## src/rtl/srsw_pkg.sv

```systemverilog
// shared types and constants of the selective-repeat sender window
`timescale 1ns / 1ps
`default_nettype none
package srsw_pkg;

  localparam int SEQ_SPACE = 16;
  localparam int SEQ_W     = 4;
  localparam int CNT_W     = 4;
  localparam logic [CNT_W-1:0] WIN_MAX   = CNT_W'(SEQ_SPACE / 2);
  localparam logic [CNT_W-1:0] WIN_RESET = CNT_W'(4);

  typedef enum logic [1:0] {
    OP_SEND    = 2'd0,
    OP_ACK     = 2'd1,
    OP_TIMEOUT = 2'd2
  } op_t;

  typedef enum logic [1:0] {
    STAT_OK      = 2'd0,
    STAT_FULL    = 2'd1,
    STAT_IGNORED = 2'd2
  } status_t;

  typedef enum logic [2:0] {
    S_IDLE,
    S_CHECK,
    S_CMP,
    S_SLIDE,
    S_DONE
  } state_t;

endpackage
`default_nettype wire

```

## src/rtl/selective_repeat_sender_window.sv

```systemverilog
// selective-repeat sender window bookkeeping with a shared subtract/compare unit
`timescale 1ns / 1ps
`default_nettype none
// usage
//   request channel: drive in_operation, in_seq_in, in_checksum_ok and raise start;
//   the request is taken at a rising edge with start high and busy low
//   result channel: out_valid is high for exactly one cycle and the out_ ports
//   carry the result then; the receiver cannot hold results off
//   config channel: cfg_window_size is written when cfg_valid and cfg_ready are
//   both high; cfg_ready is always high, write only while the block is idle
// steps, from the accepting edge to the strobe cycle
//   send: check, strobe
//   timeout: offset, window compare, strobe
//   acknowledgement: offset, window compare, strobe, plus slide steps when it hits
//   the base and slides over acknowledged entries (at most the in-flight count)
//   a new request is taken in the strobe cycle, so requests can run back to back;
//   the pace is set by the one shared subtractor, used once per cycle, and the
//   single read port of the acknowledge marks, which the slide walks one entry a cycle
// reset (rst_n low, synchronous): base and next sequence go to 0, all marks clear,
//   window size goes to 4, the block goes idle
`default_nettype none
module selective_repeat_sender_window (
  input  wire logic                       clk,
  input  wire logic                       rst_n,
  // request channel
  input  wire logic                       start,
  output      logic                       busy,
  input  wire logic [1:0]                 in_operation,
  input  wire logic [srsw_pkg::SEQ_W-1:0] in_seq_in,
  input  wire logic                       in_checksum_ok,
  // result channel
  output      logic                       out_valid,
  output      logic [1:0]                 out_status,
  output      logic                       out_transmit,
  output      logic                       out_timer_start,
  output      logic                       out_timer_stop,
  output      logic [srsw_pkg::SEQ_W-1:0] out_seq_out,
  output      logic [srsw_pkg::SEQ_W-1:0] out_window_base,
  output      logic [srsw_pkg::CNT_W-1:0] out_in_flight,
  // config channel
  input  wire logic                       cfg_valid,
  output      logic                       cfg_ready,
  input  wire logic [srsw_pkg::CNT_W-1:0] cfg_window_size
);

  localparam int SW = srsw_pkg::SEQ_W;
  localparam int CW = srsw_pkg::CNT_W;

  srsw_pkg::state_t state_r, state_nxt;

  // window state
  logic [SW-1:0]                  base_r, base_nxt;
  logic [SW-1:0]                  next_r, next_nxt;
  logic [CW-1:0]                  cnt_r, cnt_nxt;      // next - base, kept as a count
  logic [srsw_pkg::SEQ_SPACE-1:0] mark_r, mark_nxt;
  logic [CW-1:0]                  ws_r, ws_nxt;

  // latched request
  logic [1:0]    op_r, op_nxt;
  logic [SW-1:0] seq_r, seq_nxt;
  logic          ok_r, ok_nxt;
  logic [SW-1:0] off_r, off_nxt;                       // seq - base

  // result registers
  logic [1:0]    status_r, status_nxt;
  logic          tx_r, tx_nxt;
  logic          tstart_r, tstart_nxt;
  logic          tstop_r, tstop_nxt;
  logic [SW-1:0] sout_r, sout_nxt;

  // shared subtract/compare unit
  logic [CW-1:0] alu_a, alu_b;
  logic [CW:0]   alu_diff;
  logic          alu_lt;

  logic [CW-1:0] win;
  logic          accept;
  logic [SW-1:0] mark_addr;
  logic          mark_rd;

  assign accept = start && !busy;
  assign win    = (ws_r > srsw_pkg::WIN_MAX) ? srsw_pkg::WIN_MAX : ws_r;

  assign alu_diff = {1'b0, alu_a} - {1'b0, alu_b};
  assign alu_lt   = alu_diff[CW];

  // one mark read a cycle: the request's entry in compare, the base while sliding
  assign mark_addr = (state_r == srsw_pkg::S_SLIDE) ? base_r : seq_r;
  assign mark_rd   = mark_r[mark_addr];

  // operand selection for the shared unit
  always_comb begin
    alu_a = cnt_r;
    alu_b = win;
    unique case (state_r)
      srsw_pkg::S_CHECK: begin
        if (op_r == srsw_pkg::OP_SEND) begin
          alu_a = cnt_r;
          alu_b = win;
        end else begin
          alu_a = CW'(seq_r);
          alu_b = CW'(base_r);
        end
      end
      srsw_pkg::S_CMP: begin
        alu_a = CW'(off_r);
        alu_b = cnt_r;
      end
      srsw_pkg::S_SLIDE: begin
        alu_a = cnt_r;
        alu_b = CW'(1);
      end
      default: begin
        alu_a = cnt_r;
        alu_b = win;
      end
    endcase
  end

  // next state
  always_comb begin
    state_nxt = state_r;
    unique case (state_r)
      srsw_pkg::S_IDLE: begin
        if (accept) state_nxt = srsw_pkg::S_CHECK;
      end
      srsw_pkg::S_CHECK: begin
        if (op_r == srsw_pkg::OP_ACK || op_r == srsw_pkg::OP_TIMEOUT) begin
          state_nxt = srsw_pkg::S_CMP;
        end else begin
          state_nxt = srsw_pkg::S_DONE;
        end
      end
      srsw_pkg::S_CMP: begin
        // an accepted ack at the base starts the slide
        if (op_r == srsw_pkg::OP_ACK && ok_r && alu_lt && off_r == '0) begin
          state_nxt = srsw_pkg::S_SLIDE;
        end else begin
          state_nxt = srsw_pkg::S_DONE;
        end
      end
      srsw_pkg::S_SLIDE: begin
        if (cnt_r == '0 || !mark_rd) state_nxt = srsw_pkg::S_DONE;
      end
      srsw_pkg::S_DONE: begin
        state_nxt = accept ? srsw_pkg::S_CHECK : srsw_pkg::S_IDLE;
      end
      default: state_nxt = srsw_pkg::S_IDLE;
    endcase
  end

  // handshake outputs
  always_comb begin
    busy      = 1'b1;
    out_valid = 1'b0;
    unique case (state_r)
      srsw_pkg::S_IDLE: busy = 1'b0;
      srsw_pkg::S_DONE: begin
        busy      = 1'b0;
        out_valid = 1'b1;
      end
      default: begin
        busy      = 1'b1;
        out_valid = 1'b0;
      end
    endcase
  end

  assign cfg_ready = 1'b1;

  // datapath updates
  always_comb begin
    base_nxt   = base_r;
    next_nxt   = next_r;
    cnt_nxt    = cnt_r;
    mark_nxt   = mark_r;
    ws_nxt     = ws_r;
    op_nxt     = op_r;
    seq_nxt    = seq_r;
    ok_nxt     = ok_r;
    off_nxt    = off_r;
    status_nxt = status_r;
    tx_nxt     = tx_r;
    tstart_nxt = tstart_r;
    tstop_nxt  = tstop_r;
    sout_nxt   = sout_r;

    if (cfg_valid && cfg_ready) ws_nxt = cfg_window_size;

    if (accept) begin
      op_nxt  = in_operation;
      seq_nxt = in_seq_in;
      ok_nxt  = in_checksum_ok;
    end

    case (state_r)
      srsw_pkg::S_CHECK: begin
        // default result: ignored, echo the sequence number
        status_nxt = srsw_pkg::STAT_IGNORED;
        tx_nxt     = 1'b0;
        tstart_nxt = 1'b0;
        tstop_nxt  = 1'b0;
        sout_nxt   = seq_r;
        off_nxt    = alu_diff[SW-1:0];
        if (op_r == srsw_pkg::OP_SEND) begin
          if (alu_lt) begin
            status_nxt       = srsw_pkg::STAT_OK;
            tx_nxt           = 1'b1;
            tstart_nxt       = 1'b1;
            sout_nxt         = next_r;
            mark_nxt[next_r] = 1'b0;
            next_nxt         = next_r + SW'(1);
            cnt_nxt          = cnt_r + CW'(1);
          end else begin
            status_nxt = srsw_pkg::STAT_FULL;
            sout_nxt   = '0;
          end
        end
      end
      srsw_pkg::S_CMP: begin
        // alu_lt: offset from base lies below the in-flight count
        if (op_r == srsw_pkg::OP_ACK) begin
          if (ok_r && alu_lt) begin
            status_nxt      = srsw_pkg::STAT_OK;
            tstop_nxt       = 1'b1;
            mark_nxt[seq_r] = 1'b1;
          end
        end else if (alu_lt && !mark_rd) begin
          status_nxt = srsw_pkg::STAT_OK;
          tx_nxt     = 1'b1;
          tstart_nxt = 1'b1;
          tstop_nxt  = 1'b1;
        end
      end
      srsw_pkg::S_SLIDE: begin
        if (cnt_r != '0 && mark_rd) begin
          mark_nxt[base_r] = 1'b0;
          base_nxt         = base_r + SW'(1);
          cnt_nxt          = alu_diff[CW-1:0];
        end
      end
      default: ;
    endcase
  end

  always_ff @(posedge clk) begin
    if (!rst_n) begin
      state_r <= srsw_pkg::S_IDLE;
      base_r  <= '0;
      next_r  <= '0;
      cnt_r   <= '0;
      mark_r  <= '0;
      ws_r    <= srsw_pkg::WIN_RESET;
    end else begin
      state_r <= state_nxt;
      base_r  <= base_nxt;
      next_r  <= next_nxt;
      cnt_r   <= cnt_nxt;
      mark_r  <= mark_nxt;
      ws_r    <= ws_nxt;
    end
  end

  always_ff @(posedge clk) begin
    op_r     <= op_nxt;
    seq_r    <= seq_nxt;
    ok_r     <= ok_nxt;
    off_r    <= off_nxt;
    status_r <= status_nxt;
    tx_r     <= tx_nxt;
    tstart_r <= tstart_nxt;
    tstop_r  <= tstop_nxt;
    sout_r   <= sout_nxt;
  end

  assign out_status      = status_r;
  assign out_transmit    = tx_r;
  assign out_timer_start = tstart_r;
  assign out_timer_stop  = tstop_r;
  assign out_seq_out     = sout_r;
  assign out_window_base = base_r;
  assign out_in_flight   = cnt_r;

  // in-flight count never exceeds half the sequence space
  a_cnt_bound: assert property (@(posedge clk) disable iff (!rst_n)
    cnt_r <= srsw_pkg::WIN_MAX)
    else $error("in-flight count above window limit");

  // one strobe per request, never two in a row
  a_strobe_single: assert property (@(posedge clk) disable iff (!rst_n)
    out_valid |=> !out_valid)
    else $error("result strobe held for two cycles");

  // a taken request always keeps the block busy in the following cycle
  a_accept_busy: assert property (@(posedge clk) disable iff (!rst_n)
    (start && !busy) |=> busy)
    else $error("block not busy after taking a request");

  // next sequence always equals base plus the in-flight count
  a_cnt_track: assert property (@(posedge clk) disable iff (!rst_n)
    next_r == SW'(base_r + SW'(cnt_r)))
    else $error("in-flight count out of step with base and next");

endmodule
`default_nettype wire
```

## config.mk

```make
export PLATFORM = sky130hd
export DESIGN_NAME = selective_repeat_sender_window
export DESIGN_NICKNAME = d
export VERILOG_FILES = /design/src/rtl/srsw_pkg.sv /design/src/rtl/selective_repeat_sender_window.sv
export SDC_FILE = /design/constraint.sdc
export NUM_CORES = 1
export LEC_CHECK = 0
export BUFFER_PORTS_ARGS = -buffer_cell sky130_fd_sc_hd__buf_2
export CAP_MARGIN = 25
export CELL_PAD_IN_SITES_DETAIL_PLACEMENT = 0
export CELL_PAD_IN_SITES_GLOBAL_PLACEMENT = 1
export CORE_ASPECT_RATIO = 1.75
export CORE_MARGIN = 5
export CORE_UTILIZATION = 49
export DETAILED_ROUTE_END_ITERATION = 8
export PLACE_DENSITY = 0.87
export SYNTH_ARGS = -nofsm -noshare
export SYNTH_HDL_FRONTEND = slang
export SYNTH_SLANG_ARGS = --single-unit
```

## constraint.sdc

```tcl
create_clock -name clk -period 5.02 [get_ports clk]
set_input_delay 0.753 -clock clk [delete_from_list [all_inputs] [get_ports clk]]
set_output_delay 0.753 -clock clk [all_outputs]
set_load 0.02 [all_outputs]
```

### After elaboration in Yosys (flattened, before gate mapping)

Index checks and enable logic that the tools add are counted.

| storage, ports and cells | value |
|---|---|
| register bits | 54 |
| bits in latches | 0 |
| bits in writable memories | 0 |
| ROM bits | 0 |
| bits of input ports | 15 |
| output and inout port bits | 20 |
| logic and storage cells | 125 |
| memories | 0 |

| cells by class | value |
|---|---|
| add/sub/neg operators | 4 |
| multiply operators | 0 |
| divide/modulo/power cells | 0 |
| $lt $le $gt $ge | 8 |
| eq/ne operators | 17 |
| shift-type cells | 0 |
| mux-type cells | 48 |
| bitwise logic cells | 5 |
| reductions and logical operators | 29 |

Operators with widths:

| cell | count |
|---|---|
| $mux W16 | 5 |
| $pmux W16 S3 | 1 |
| $mux W4 | 9 |
| $and A16 B16 Y16 | 2 |
| $not A16 Y16 | 2 |
| $lt A4 B5 Y1 const B | 4 |
| $or A16 B16 Y16 | 1 |
| $pmux W4 S2 | 2 |
| $pmux W3 S5 | 1 |
| $mux W1 | 14 |
| $ne A2 B2 Y1 const B | 7 |
| $add A4 B1 Y4 const B | 3 |
| $demux W1 S4 | 3 |
| $ge A4 B1 Y1 const B | 3 |
| $mux W3 | 4 |
| $pmux W4 S3 | 1 |
| $logic_and A1 B1 Y1 | 10 |
| $reduce_and A3 Y1 | 3 |
| $logic_not A4 Y1 | 2 |
| $mux W2 | 4 |
| $eq A3 B2 Y1 const B | 2 |
| $ne A3 B3 Y1 const B | 2 |
| $reduce_and A6 Y1 | 1 |
| $sub A4 B4 Y5 | 1 |
| 19 further kinds | 24 |

### Logic depth before layout (Yosys ltp)

Gate-level depths: netlist (run 1).

| depth | value |
|---|---|
| depth after elaboration | 9 |
| gate-level depth with buffers | 17 |
| depth with buffers taken out | 16 |

### Worst setup path before layout (run 1)

No wires, ideal clock.

| path | value |
|---|---|
| path type | register -> register |
| start | register state_r[0] |
| end | register mark_r[12] in the netlist's numbering |
| setup time | 78 ps |
| arrival time | 3101 ps |
| slack | 1841 ps |
| stages on the path, launching flop included | 14 |
| path buffers | 1 |
| cells stage by stage | dfxtp_1 > nor2b_1 > nand2_1 > nor2_1 > nor2_1 > a221oi_1 > fa_1 > nor2b_1 > o21a_1 > or4b_1 > clkbuf_1 > nor3_1 > a31oi_1 > nor3_1 |

| on the way | value |
|---|---|
| word-level cells in the longest chain between the ends | 7 |

Ends and longest elaborated chain:

| what | RTL line | text |
|---|---|---|
| start: declaration | selective_repeat_sender_window.sv:49 | `srsw_pkg::state_t state_r, state_nxt;` |
| start signal: assignment | selective_repeat_sender_window.sv:248 | `state_r <= srsw_pkg::S_IDLE;` |
| start signal: assignment | selective_repeat_sender_window.sv:255 | `state_r <= state_nxt;` |
| $eq A3 B2 Y1 | selective_repeat_sender_window.sv:88, selective_repeat_sender_window.sv:95, selective_repeat_sender_window.sv:196 |  |
| $mux W4 | selective_repeat_sender_window.sv:88 | `assign mark_addr = (state_r == srsw_pkg::S_SLIDE) ? base_r : seq_r;` |
| $bmux W1 S4 | selective_repeat_sender_window.sv:89 | `assign mark_rd = mark_r[mark_addr];` |
| $mux W1 (not written as such) | selective_repeat_sender_window.sv:89 |  |
| $logic_and A1 B1 Y1 | selective_repeat_sender_window.sv:236 | `if (cnt_r != '0 && mark_rd) begin` |
| $ne A2 B1 Y1 (no line) | n/a |  |
| $reduce_and A6 Y1 (no line) | n/a |  |
| end signal: assignment | selective_repeat_sender_window.sv:259 | `mark_r <= mark_nxt;` |
| end: declaration | selective_repeat_sender_window.sv:55 | `logic [srsw_pkg::SEQ_SPACE-1:0] mark_r, mark_nxt;` |

Parallel ways exist; a longest one is shown, timed or not. The select of a mux whose other input is x is not followed.
A chain may end at the register's enable or synchronous reset.

### Worst setup path after layout (run 1)

Same ends and word-level chain as after synthesis.

==> results of run 1 <==
-- how the worst max path moves through the flow --
stage               start    endpoint  depth (start not counted)
2_1_floorplan  state_r[0]  mark_r[12]                         13
5_1_grt        state_r[0]  mark_r[12]                         12
4_1_cts        state_r[0]  mark_r[12]                         12
6_report       state_r[0]  mark_r[12]                         12
3_5_place_dp   state_r[0]  mark_r[12]                         12
3_3_place_gp   state_r[0]  mark_r[12]                         12
-- registers in the layout (all words and copies together) (netlist names) --
signal,count
mark_r,16
next_r,4
off_r,4
out_in_flight,4
out_seq_out,4
out_window_base,4
seq_r,4
ws_r,4
state_r,3
op_r,2
out_status,2
ok_r,1
out_timer_start,1
out_timer_stop,1
-- Yosys cell counts, drive strengths merged (7+ instances only) --
master,number
nand3,28
o21ai,10
mux2i,11
clkbuf,18
nor3b,7
a22oi,19
nand2,16
nor4,10
nor3,21
ha,16
dfxtp,35
inv,25
buf,9
nor2,25
a21oi,21
edfxtp,19
-- worst reg2reg max path: cells and delay by family (launching register included) --
family,cells,cell delay (ps)
and+or+nand+nor,8,2400
DFF,1,590
AOI/OAI and AO/OA,3,790
adders and majority gates,1,300
-- layout make-up --
type,count,area share [%]
Sequential cell,54,33.74
Multi-Input combinational cell,267,51.68
Inverter,26,2.591
Clock buffer,5,3.321
Timing Repair Buffer,34,4.583
Tap cell,84,2.790
Clock inverter,3,1.295
-- per-layer routing --
metal  up-vias  routed length [µm]  GRT usage [%]
li1       1422                   -              -
met4         0                 570          16.78
met2       123                5395          41.06
met5         -                   0              0
met3        39                 449          2.985
met1      1460                3347          23.34
-- cell families (layout without fill, tap and decap cells) --
kind of cell               count (synthesis)  count (layout)  synth area share (%)
muxes                                     17              17                 7.322
and+or+nand+nor                          141             141                 23.78
xor gates and xnor gates                   7               7                 1.776
buffers and inverters                     53              68                 6.777
other                                      1               1                0.1086
AOI/OAI and AO/OA                         84              84                 17.04
adders and majority gates                 17              17                 6.379
DFF                                       54              54                 36.82
-- per-stage QoR --
stage / instances / util (%) / hold slack (ps) / setup WS, ps
final: 473 / 54.95 / 506.2 / 853.3
after global routing: 473 / 54.95 / 546.6 / 335.5
after CTS: 473 / 54.95 / 517.7 / 881.3
after detailed placement: 465 / 52.41 / 500.2 / 930.8
after global placement: 465 / 52.41 / 486.7 / 1095
after floorplan: 374 / - / 440.4 / 1841
-- power breakdown --
| part | switching [mW] | internal (mW) |
|---|---|---|
| sequential | 0.0179 | 0.472 |
| combinational | 0.0849 | 0.0489 |
| clock | 0.166 | 0.239 |
==> run summary, run 1 <==
Initial core utilization -> 50.35%
Post-CTS Hold Fix Bufs -> 0
Multi-input logic area -> 0.001947 mm²
Reg2reg end -> mark_r[12]
CTS root buffer -> clkbuf_16
Worst min path class -> register to register
Number of synthesized flops with an enable pin -> 19
Post-route ant nets -> 0
TritonCTS clock tree -> built
Family with the most delay on the worst path -> simple AND/OR/NAND/NOR gates
Hold Crit Endpoint -> ws_r[0]
Die Height -> 121.0 µm
Num CTS Buffers -> 5
Drc violations -> 0
Most common cell after layout, fill and taps aside -> dfxtp_1
Top_reg_cell synth -> dfxtp_1
Vias per cell -> 6.436
Setup slack, reg-to-reg -> 850 ps
Slew Viols, Final -> 0
TritonRoute pass-1 iters -> 5
I/O Pins -> 35
Leading area contributor after synthesis -> dfxtp_1
Flip-flop and latch area -> 0.001271 mm²
Setup Buffers After CTS -> 0
Mapped Cells -> 374
First-pass GRT wire length -> 15,510 µm
Period utilization -> 83.00%
Fmax -> 240.0 MHz
Die area -> 0.008890 mm²
Leak -> 1.476 nW
Resized cells post-CTS -> 0
Slew headroom -> 43.76%
Grt total ovfl -> 0
Diodes inserted -> 0
Crit path DAT -> 4370 ps
Placed inst area -> 0.003593 mm²
Worst VDD drop -> 0.1554 mV
Hold Path Stages -> 2
Via Count -> 3,044
Worst Path Buf+Inv -> 0
Layout Skew -> 4.435 ps
Post-synth cell types -> 60
RSZ-0062 raised after global routing -> false
Syn_area_per_cell -> 9.230 µm²
Clk buf depth -> 2
TNS Setup -> 0 ps
Core Box Area -> 0.006857 mm²
Async SR Flop Fraction -> 0%
Placement Rows -> 40
Routed Wire Length -> 9762 µm
Max-cap violation count -> 0
Setup Viol. Count Final -> 0
PwrDens -> 272.9 mW/mm²
Port Buffers -> 33
Pin count of the biggest net entering global routing -> 26
Worst Setup Path Type -> register to register
Crit-path cells -> nor2b_1 > nand2_1 > nor2_1 > nor2_1 > a221oi_1 > fa_1 > nor2b_1 > o21a_1 > or4b_1 > nor3_1 > a31oi_1 > nor3_1
Most frequent cells in the layout -> dfxtp_1 (35), buf_2 (33), nand3_1 (28)
Synth area leaders -> dfxtp_1 (20%), edfxtp_1 (17%), ha_1 (5.8%), a22oi_1 (4.1%), nand3_1 (4.1%)
Launch point of the worst hold path -> ws_r[0]
Reg2reg path depth -> 12
Worst Tran Pin Value -> 843.6 ps
Post-Syn Area -> 0.003452 mm²
H-tree depth -> 2
Die width -> 73.45 µm
Filler cell count in the final layout -> 645
Area Growth Syn to Fin -> 9.134%
Clk Latency, worst-skew pair -> 300 ps
Worst r2r src -> state_r[0]
Seq/Total Area, Yosys -> 36.82%
Number of synthesized register bits -> 54
Final #Nets -> 420
Min cycle time layout -> 4167 ps
Ratio of cells with drive above 1 in the final layout -> 14.91%
Post-synth top area share -> 20.30%
Final Hold Vio Count -> 0
CTS clk-pin slew, worst paths -> 70 ps
Crit start category -> register
CP peak stage delay -> 750 ps
Vias in the first global route -> 3,110
Post-DR wirelength/cell -> 20.64 µm
Data required, critical path -> 5220 ps
Post-route cell area -> 0.003767 mm²
CP endpoint kind -> register
Total power -> 1.028 mW
CTS Sinks -> 54
Status -> finished clean
Hpwl dp -> 7369 µm
Gr usage total -> 23.00%
Crit path max-delay cell type -> or4b_1
Initial antenna violation count -> 0
First DRT Iteration DRCs -> 270
Final Wtd Congestion -> 0.9684
Worst-path maximum fanout -> 15
Syn_nets -> 406
Yosys warnings -> 0
Note: power is estimated with default switching activity, not from simulation.
==> run 2: changes to the inputs <==
CORE_UTILIZATION = 41   (was 49)
PLACE_DENSITY = 0.78   (was 0.87)
clock period = 3.5 ns   (was 5.02 ns; I/O delays follow)
==> run 2 against run 1 <==
  * Design area up 7.2%
  * Cell count up 7.8%
  * Die area is 17% higher
  * Flip-flop and latch count unchanged
  * Register-to-register slack worse by 710 ps
  * Critical path type unchanged
  * Largest cell class unchanged
==> run summary, run 2 (synthesized netlist as in run 1, its figures left out) <==
Slew Viols, Final -> 0
Comb power frac -> 16.6%
Diodes inserted -> 0
Grt total ovfl -> 0
TritonRoute pass-1 iters -> 5
First DRT Iteration DRCs -> 180
Fmax -> 297.7 MHz
CTS root buffer -> clkbuf_16
Num CTS Buffers -> 5
Crit path capture -> mark_r[11]
Final Wtd Congestion -> 0.9750
CP endpoint kind -> register
Hold Path Stages -> 1
Initial antenna violation count -> 0
Worst Setup Path Type -> register to register
Clk Latency, worst-skew pair -> 300 ps
Switching power -> 0.4008 mW
Period utilization -> 95.98%
Max-cap violation count -> 0
Max reg flops -> 16
Die Height -> 131.4 µm
Most frequent cells in the layout -> dfxtp_1 (35), buf_2 (33), buf_4 (30)
Most common cell after layout, fill and taps aside -> dfxtp_1
Placement Rows -> 44
Die width -> 79.37 µm
Status -> finished clean
Crit path max-delay cell type -> or4b_4
Clk network pwr share -> 35.5%
Hold Slack -> 396.3 ps
Worst min path class -> primary input to register
Placed inst area -> 0.003784 mm²
Clk buf depth -> 2
Min cycle time layout -> 3359 ps
First-pass GRT wire length -> 16,440 µm
Worst r2r src -> op_r[0]
CTS clk-pin slew, worst paths -> 70 ps
Via Count -> 3,105
Worst Setup SP -> op_r[0]
Reg2reg path depth -> 16
Drc violations -> 0
Post-route cell area -> 0.004040 mm²
Ratio of cells with drive above 1 in the final layout -> 23.92%
Crit path DAT -> 3610 ps
Die area -> 0.01043 mm²
TritonCTS clock tree -> built
Worst-path maximum fanout -> 6
Post-route ant nets -> 0
Routed Wire Length -> 10,410 µm
Slew headroom -> 57.77%
Layout Skew -> 4.283 ps
Post-CTS Hold Fix Bufs -> 0
Reg power frac -> 48.0%
Int Power -> 1.038 mW
Area Growth Syn to Fin -> 17.04%
Worst Tran Pin Value -> 627.7 ps
Port Buffers -> 33
Sw Ratio -> 27.85%
Core Box Area -> 0.008258 mm²
Initial core utilization -> 41.80%
Final Hold Vio Count -> 0
Hpwl dp -> 8054 µm
Largest register by flop count -> mark_r
CTS Sinks -> 54
Crit start category -> register
Placed cell count -> 497
Setup slack, reg-to-reg -> 140 ps
Crit-path cells -> inv_1 > ha_2 > inv_4 > a21oi_1 > a22oi_1 > nor2b_2 > o21ai_0 > nand2_1 > ha_1 > fa_2 > nor2b_1 > o21a_1 > or4b_4 > buf_4 > nor4_2 > o221a_1
Final #Nets -> 449
Gr usage total -> 20.47%
Data required, critical path -> 3750 ps
Vias in the first global route -> 3,147
Pin count of the biggest net entering global routing -> 22
Non-filler instance count after layout -> 510
CP peak stage delay -> 570 ps
Reg2reg end -> mark_r[11]
PwrDens -> 356.2 mW/mm²
I/O Pins -> 35
Leak -> 1.632 nW
Post-DR wirelength/cell -> 20.42 µm
Worst VDD drop -> 0.1795 mV
Vias per cell -> 6.088
Setup Viol. Count Final -> 0
H-tree depth -> 2
## run 2: repair_timing
action	4_1_cts	5_1_grt
gates cloned	0	0
pin swaps	0	2
buffers inserted	0	5
resized for setup	2	13
setup endpoints to repair	13	23
## run 2: cell type report
cell class	instances	area [µm²]
Tap cell	92	115.1
Timing Repair Buffer	63	390.4
Sequential cell	54	1271
Inverter	26	100.1
Multi-Input combinational cell	267	2013
Clock buffer	5	125.1
Fill cell	785	4218
Clock inverter	3	25.02
## run 2: worst max-delay path: cells and delay by family (launching register included)
family	cells	cell delay (ps)
simple gates	5	1150
flops	1	370
buf+inv	3	360
compound gates	5	770
fa+ha+maj	3	640
## run 2: routing by layer
metal | wire length (µm) | GRT usage [%] | part of all wire [%]
met5 | 0 | 0 | 0
met4 | 543 | 12.52 | 5.2
met3 | 404 | 2.534 | 3.9
met2 | 5773 | 38.04 | 55
met1 | 3691 | 20.95 | 35
## run 2: how the worst min path moves through the flow
stage,from,endpoint,slack [ps]
final,in_seq_in[0],seq_r[0],400
after global routing,in_seq_in[0],seq_r[0],400
after CTS,in_seq_in[0],seq_r[0],400
after detailed placement,ws_r[0],ws_r[0],510
after global placement,ws_r[0],ws_r[0],500
after floorplan,ws_r[2],ws_r[2],440
## run 2: through the flow
step                total power [mW]  TNS [ps]  utilization (%)  setup slack, ps
CTS                            1.432         0            47.68            33.34
global route                   1.493    -18.97            48.92           -14.56
floorplan                     0.8467         0                -            321.3
global placement              0.9266    -371.9            45.82           -72.04
finish                         1.439         0            48.92            140.8
detailed placement            0.9284    -847.7            45.82           -103.1
## run 2: power by group through the flow
stage / Sequential [mW] / Clock (mW) / Combinational (mW)
after detailed placement: 0.705 / 0 / 0.224
final: 0.691 / 0.510 / 0.238
after CTS: 0.690 / 0.517 / 0.225
after floorplan: 0.707 / 0 / 0.139
after global routing: 0.692 / 0.541 / 0.259
after global placement: 0.704 / 0 / 0.223
